===== config.mk =====
export PLATFORM = sky130hd
export DESIGN_NAME = dmctc_ctrl
export DESIGN_NICKNAME = d
export VERILOG_FILES = /design/src/direct_mapped_cache_tag_check_unit_defines.svh /design/src/dmctc_pkg.sv /design/src/dmctc_ctrl.sv
export SDC_FILE = /design/constraint.sdc
export NUM_CORES = 1
export LEC_CHECK = 0
export BUFFER_PORTS_ARGS = -buffer_cell sky130_fd_sc_hd__buf_2
export CAP_MARGIN = 20
export CORE_AREA = 2 2 39 41
export DETAILED_ROUTE_END_ITERATION = 7
export DIE_AREA = 0 0 41 43
export PLACE_DENSITY = 0.3
export SETUP_SLACK_MARGIN = 0.3
export SKIP_LAST_GASP = 1
export SYNTH_ARGS = -nofsm -noshare
export SYNTH_HDL_FRONTEND = slang
export SYNTH_SLANG_ARGS = --single-unit

===== constraint.sdc =====
create_clock -name clk_i -period 1.32 [get_ports clk_i]
set_clock_uncertainty 0.15 [all_clocks]
set_input_delay 0.066 -clock clk_i [delete_from_list [all_inputs] [get_ports clk_i]]
set_output_delay 0.066 -clock clk_i [all_outputs]
set_load 0.01 [all_outputs]

===== src/direct_mapped_cache_tag_check_unit_defines.svh =====
// Assertion macros for the tag check unit.
`ifndef DIRECT_MAPPED_CACHE_TAG_CHECK_UNIT_DEFINES_SVH
`define DIRECT_MAPPED_CACHE_TAG_CHECK_UNIT_DEFINES_SVH

`ifndef SYNTHESIS

// Same-cycle implication.
`define DMCTC_ASSERT_SAME(lbl, clk, rstn, ante, cons) \
  lbl: assert property (@(posedge clk) disable iff (!(rstn)) (ante) |-> (cons)) \
    else $error("tag check unit: same-cycle check failed");

// Next-cycle implication.
`define DMCTC_ASSERT_NEXT(lbl, clk, rstn, ante, cons) \
  lbl: assert property (@(posedge clk) disable iff (!(rstn)) (ante) |=> (cons)) \
    else $error("tag check unit: next-cycle check failed");

`else

`define DMCTC_ASSERT_SAME(lbl, clk, rstn, ante, cons)
`define DMCTC_ASSERT_NEXT(lbl, clk, rstn, ante, cons)

`endif

`endif


===== src/dmctc_pkg.sv =====
package dmctc_pkg;

  localparam int unsigned ADDR_W = 64;

  localparam logic KIND_READ  = 1'b0;
  localparam logic KIND_WRITE = 1'b1;

  typedef enum logic [2:0] {
    ST_CLEAR = 3'b001,
    ST_IDLE  = 3'b010,
    ST_CHECK = 3'b100
  } state_e;

  typedef struct packed {
    logic clear;   // write an invalid entry at the sweep address
    logic accept;  // latch request, read tag RAM
    logic check;   // compare, write back, update counts, strobe result
  } ctrl_cmd_t;

  typedef struct packed {
    logic clr_last;
  } ctrl_sts_t;

endpackage


===== src/dmctc_ctrl.sv =====
module dmctc_ctrl (
  input  logic                 clk_i,
  input  logic                 rst_ni,
  input  logic                 start,
  output logic                 busy,
  input  dmctc_pkg::ctrl_sts_t sts_i,
  output dmctc_pkg::ctrl_cmd_t cmd_o
);

  dmctc_pkg::state_e state_q, state_d;

  always_comb begin
    state_d = state_q;
    case (state_q)
      dmctc_pkg::ST_CLEAR: begin
        if (sts_i.clr_last) begin
          state_d = dmctc_pkg::ST_IDLE;
        end
      end
      dmctc_pkg::ST_IDLE: begin
        if (start) begin
          state_d = dmctc_pkg::ST_CHECK;
        end
      end
      dmctc_pkg::ST_CHECK: begin
        state_d = dmctc_pkg::ST_IDLE;
      end
      default: begin
        state_d = dmctc_pkg::ST_CLEAR;
      end
    endcase
  end

  always_ff @(posedge clk_i or negedge rst_ni) begin
    if (!rst_ni) begin
      state_q <= dmctc_pkg::ST_CLEAR;
    end else begin
      state_q <= state_d;
    end
  end

  assign busy         = (state_q != dmctc_pkg::ST_IDLE);
  assign cmd_o.clear  = (state_q == dmctc_pkg::ST_CLEAR);
  assign cmd_o.accept = (state_q == dmctc_pkg::ST_IDLE) && start;
  assign cmd_o.check  = (state_q == dmctc_pkg::ST_CHECK);

endmodule


# After elaboration in Yosys (flattened, before gate mapping)
# Index checks and enable logic that the tools add are counted.
totals:
  register_bits: 3
  output_inout_bits: 4
  elab_cells: 12
classes:
  n_eq_ne: 6
  muxes: 3
  n_reduce_logical: 2
ops:
  columns: ["op", "count"]
  rows:
  - ["$pmux 3 s3", 1]
  - ["$mux 3", 2]
  - ["$ne 2x2->1 const B", 2]
  - ["$eq 3x1->1 const B", 1]
  - ["$eq 3x2->1 const B", 1]
  - ["$eq 3x3->1 const B", 1]
  - ["$ne 3x2->1 const B", 1]
  - ["$reduce_and 2->1", 1]
  - ["$logic_and 1x1->1", 1]

# Logic depth before layout (Yosys ltp)
# Gate-level depths: netlist of the first run.
logic_depth:
  depth_word: 3
  depth_mapped: 2
  ltp_nobuf: 2

# Worst setup path after synthesis of the first run
# OpenSTA, ideal clock, no wires.
synth_timing:
  path_kind: "register to register"
  startpoint: "reg state_q[0]"
  endpoint: "reg state_q[1]"
  arrival_time_ns: 0.968
  required_ns: 1.039
  path_slack_ns: 0.070
  path_stages_with_launch: 3
  synth_period_minus_slack_ns: 1.250
  path_cell_list: "dfstp_2 > nor3b_1 > or3_1"
synth_rtl:
  columns: ["element", "line", "rtl"]
  rows:
  - ["start: declaration", "dmctc_ctrl.sv:10", "dmctc_pkg::state_e state_q, state_d;"]
  - ["start signal: assignment", "dmctc_ctrl.sv:36", "state_q <= dmctc_pkg::ST_CLEAR;"]
  - ["start signal: assignment", "dmctc_ctrl.sv:38", "state_q <= state_d;"]

==> results.json, run 1 <==
{
  "first_pass_iters": 1,
  "overflow": 0,
  "largest_reg_flops": 3,
  "cp-end-kind": "output pin",
  "grt_pass1_vias": 195,
  "rsz0062_at_grt": "true",
  "fin_cells": 49,
  "core_area_um2": 1380,
  "cp_data_required_time_ps": 1100,
  "synth_area_leaders": "dfrtp_1 (33%), dfstp_2 (17%), or3b_4 (7.3%)",
  "wl_per_cell_um": 9.92,
  "top_regs": "state_q x3",
  "cts_tree": "built",
  "cts_buffers": 3,
  "final_common_cell": "buf_2",
  "antenna_cells": 0,
  "drive_gt1_frac": 0.788,
  "period_needed_ps": 1440,
  "port_buffers": 7,
  "path_class": "register to output pin",
  "fin_crit_sh": 1.09,
  "route.antenna.remaining_nets": 0,
  "hold_path.class": "input port to asynchronous set/reset pin",
  "largest_register": "state_q",
  "status": "complete, but fails checks",
  "fin_util": 0.265,
  "setup_viol": 3,
  "cp-start-kind": "register",
  "worst_pin_slew_ps": 251,
  "antenna_found_initial": 0,
  "reg2reg_depth": 3,
  "initialDrtViolationCount": 0,
  "rows": 14,
  "cp.arrival_ps": 1220,
  "netlist.area_leader.share": 0.325,
  "max_slew_margin": 0.833,
  "synth-seq-cells": 3,
  "grt_max_degree": 6,
  "setup_ws_ps": -116,
  "p_leak_nw": 0.169,
  "clockBufferDepth": 2,
  "drt_wl_total_um": 486,
  "fmax_mhz": 697,
  "cts.clk_slew.worst_paths_ps": 40,
  "mostFrequentLayoutCells": "buf_2 (6), buf_6 (5), clkbuf_4 (3), dlygate4sd3_1 (2)",
  "grt_pass1_wl_um": 862,
  "fin_nets": 38,
  "io_pins": 8,
  "clk_latency_ps": 230,
  "syn_to_final_growth_pct": 138,
  "drv_cap": 0,
  "dp_hpwl_um": 281,
  "cts.sinks": 3,
  "vias_per_cell": 3.73,
  "powerDensity_nw_per_um2": 2040,
  "place_inst": 38,
  "syn-instance-count": 15,
  "synth_area_per_cell_um2": 10.3,
  "cts_root_buf": "clkbuf_4",
  "fp.dieArea_um2": 1760,
  "drc_errors": 0,
  "path_max_fanout": 3,
  "synth_nets": 19,
  "drv_slew": 0,
  "place.gp.congestion": 0.561,
  "failed_checks": "setup timing",
  "cts_htree_levels": 1,
  "hold_viol": 0,
  "netlist_area_um2": 154,
  "die_w_um": 41,
  "seq_area_frac_synth": 0.496,
  "vias": 183,
  "initial_core_util": 0.111,
  "synth_top_cell_by_area": "dfrtp_1",
  "yosys_warnings": 0,
  "yosysUniqueCellTypes": 12,
  "die_h_um": 43,
  "peakVddDrop_uv": 388,
  "grt_use_total": 0.0815
}
## worst paths after layout
kind | startpoint | endpoint | slack (ps)
worst max-delay path | state_q[0] | cmd_o[1] | -120
worst min-delay path | rst_ni | state_q[2] | 4
worst max register to register | state_q[0] | state_q[1] | -50
worst min register to register | state_q[0] | state_q[0] | 370
max in group asynchronous | rst_ni | state_q[0] | 820
min in group clk_i | sts_i | state_q[0] | 100
## power breakdown
group          leakage (nW)  total (W)  internal [W]  switching, W
Combinational         0.118   0.000413      0.000236      0.000177
Clock                0.0150   0.000162      0.000113     0.0000489
Sequential           0.0358   0.000173      0.000140     0.0000332
## cell usage after synthesis
cell,number
nor4bb_1,1
xor2_1,1
or3b_4,1
or3_1,1
nor3b_1,1
nor2_1,2
a21oi_1,1
nor4b_1,1
inv_1,2
dfstp_2,1
nor3_1,1
dfrtp_1,2
## critical path: stages (launching register included)
cell and delay (ps):
dfstp_2 380, or3b_4 420, nor2_4 90, buf_6 100
## metal layers
layer | vias up | part of all wire | global-route usage
met5 | - | 0 | 0
met4 | 0 | 0 | 0.0400
met3 | 0 | 0.062 | 0.0785
met2 | 4 | 0.57 | 0.113
met1 | 90 | 0.37 | 0.0777
li1 | 89 | - | -
## cells by family after synthesis
kind of cell,share of synthesized area
AND/OR/NAND/NOR,0.366
flip-flops,0.496
buffers and inverters,0.0488
AO/OA/AOI/OAI,0.0325
XOR/XNOR,0.0569
## metrics by stage
step	TNS (ps)	power, W	hold slack, ps	setup slack, ps	instance area [um^2]
global placement	0	0.000364	-287	45.3	221
CTS	-298	0.000727	1.52	-131	353
global route	-458	0.000815	18.0	-164	367
detailed placement	0	0.000365	-287	41.2	221
floorplan	0	0.000300	-380	83.8	166
finish	-242	0.000748	3.55	-116	367
## timing repair
action                                 4_1_cts  5_1_grt
endpoints found under the hold margin        4        0
setup endpoints to repair                    7        7
hold buffers                                 2        0
setup buffers                                5        0
pin swaps                                    5        3
resized for setup                           11        3
## layout make-up
cell class	instances	area (um^2)
inverters	2	7.51
fillers	153	1020
multi-input cells	10	121
flip-flops and latches	3	77.6
repair buffers	14	114
well taps	16	20.0
clock buffers	4	26.3
No activity file was read; power rests on OpenSTA's default activity.
==> run 2: changes to the inputs <==
==> constraint.sdc (replaced) <==
create_clock -name clk_i -period 1.85 [get_ports clk_i]
set_clock_uncertainty 0.15 [all_clocks]
set_input_delay 0.0925 -clock clk_i [delete_from_list [all_inputs] [get_ports clk_i]]
set_output_delay 0.0925 -clock clk_i [all_outputs]
set_load 0.01 [all_outputs]
==> results.json, run 2 (synthesized netlist as in run 1, its figures left out) <==
{
  "worst_pin_slew_ps": 317,
  "wl_per_cell_um": 8.78,
  "rows": 14,
  "finalSetupTns_ps": 0,
  "period_needed_ps": 1500,
  "cp-end-kind": "output pin",
  "p_leak_nw": 0.135,
  "p_int_w": 0.000250,
  "max_slew_margin": 0.786,
  "fin_crit_sh": 0.813,
  "largest_reg_flops": 3,
  "pwr-share-clk": 0.306,
  "drive_gt1_frac": 0.483,
  "path_max_fanout": 5,
  "die_w_um": 41,
  "r2r-end": "state_q[1]",
  "vias_per_cell": 3.64,
  "multi_input_area_um2": 70.1,
  "initialDrtViolationCount": 0,
  "netSwitchingFraction": 0.325,
  "top_regs": "state_q x3",
  "r2r_slack_ps": 490,
  "antenna_cells": 0,
  "dp_slack_ps": 564,
  "first_pass_iters": 1,
  "r2r_start": "state_q[2]",
  "core_area_um2": 1380,
  "cts_htree_levels": 1,
  "cp-start-kind": "register",
  "fmax_mhz": 665,
  "seq_area_um2": 77.6,
  "clockBufferDepth": 2,
  "drv_cap": 0,
  "cts.clk_slew.worst_paths_ps": 30,
  "port_buffers": 7,
  "grt_use_total": 0.0504,
  "grt_max_degree": 7,
  "vias": 164,
  "rsz0062_at_grt": "false",
  "fp.dieArea_um2": 1760,
  "grt_pass1_wl_um": 517,
  "io_pins": 8,
  "critPathSlowestCell": "dfrtp_1",
  "cpPeakStageDelay_ps": 410,
  "cp.arrival_ps": 1260,
  "finalPower_w": 0.000371,
  "syn_to_final_growth_pct": 71.5,
  "mostFrequentLayoutCells": "buf_2 (7), clkbuf_4 (3), inv_1 (2), nor2_1 (2), dlygate4sd3_1 (2)",
  "initial_core_util": 0.111,
  "cts_root_buf": "clkbuf_4",
  "holdWs_ps": 34.5,
  "setup_ws_ps": 345,
  "fill_cells": 158,
  "overflow": 0,
  "clk_latency_ps": 230,
  "comb_power_share": 0.337,
  "route.antenna.remaining_nets": 0,
  "path_class": "register to output pin",
  "powerDensity_nw_per_um2": 1400,
  "cp_num_buf_inv": 1,
  "drc_errors": 0,
  "status": "finished clean",
  "hold_path.class": "input port to asynchronous set/reset pin",
  "cts_buffers": 3,
  "crit_family": "simple AND/OR/NAND/NOR gates",
  "final_common_cell": "buf_2",
  "fin_util": 0.191,
  "pwr-share-seq": 0.357,
  "grt_pass1_vias": 143,
  "crit_path_cell_trace": "or3b_4 -> nor2_1 -> buf_2",
  "fin_nets": 34,
  "setup_viol": 0,
  "peakVddDrop_uv": 319,
  "cts_tree": "built",
  "reg2reg_depth": 3,
  "dp_hpwl_um": 311,
  "place.gp.congestion": 0.632,
  "power_switching_w": 0.000121,
  "antenna_found_initial": 0,
  "hold_viol": 0,
  "drt_wl_total_um": 395,
  "drv_slew": 0,
  "die_h_um": 43,
  "cts.sinks": 3,
  "largest_register": "state_q",
  "cp_data_required_time_ps": 1610
}
## run 2: changes by cell type in the layout (fill, tap and decap cells not counted), sizes merged
cell  change
buf       -4
## run 2: layer usage
metal	GRT usage	vias to the layer above	part of all wire
met4	0.0600	0	0
met1	0.0422	76	0.41
met3	0.0314	0	0.16
met5	0	-	0
li1	-	80	-
met2	0.0688	8	0.44
## run 2: how the worst max path moves through the flow
stage	slack, ps	startpoint	cells past startpoint	endpoint
6_report	350	state_q[2]	3	cmd_o[1]
5_1_grt	300	state_q[2]	3	cmd_o[1]
4_1_cts	310	state_q[1]	3	cmd_o[1]
3_5_place_dp	560	state_q[1]	3	cmd_o[1]
3_3_place_gp	560	state_q[2]	3	cmd_o[1]
2_1_floorplan	600	state_q[0]	2	state_q[1]
## run 2: repair_timing
| action | 4_1_cts | 5_1_grt |
|---|---|---|
| hold endpoints to repair | 4 | 0 |
| setup buffers | 0 | 1 |
| resized for setup | 0 | 1 |
| setup endpoints to repair | 0 | 1 |
| hold buffers | 2 | 0 |
## run 2: power groups by stage
stage	Sequential, W	Combinational [W]	Clock [W]
after global placement	0.000130	0.000122	0
after floorplan	0.000123	0.0000814	0
after detailed placement	0.000131	0.000120	0
after global routing	0.000136	0.000138	0.000123
final	0.000132	0.000125	0.000113
after CTS	0.000131	0.000123	0.000120
## run 2: final cells by class
type / instances / share of cell area
multi-input cells: 10 / 0.265
repair buffers: 10 / 0.237
well taps: 16 / 0.0758
flip-flops and latches: 3 / 0.294
inverters: 2 / 0.0284
clock buffers: 4 / 0.0995
## run 2: worst reg2reg max path: cells and delay by family, from the launching register on
family | cells | cell delay, ps
flops | 1 | 410
buf+inv | 1 | 150
simple gates | 2 | 510
## run 2: through the flow
step | area, um^2 | instances
CTS | 255 | 44
global placement | 209 | 38
floorplan | 154 | 15
detailed placement | 209 | 38
global route | 264 | 45
finish | 264 | 45
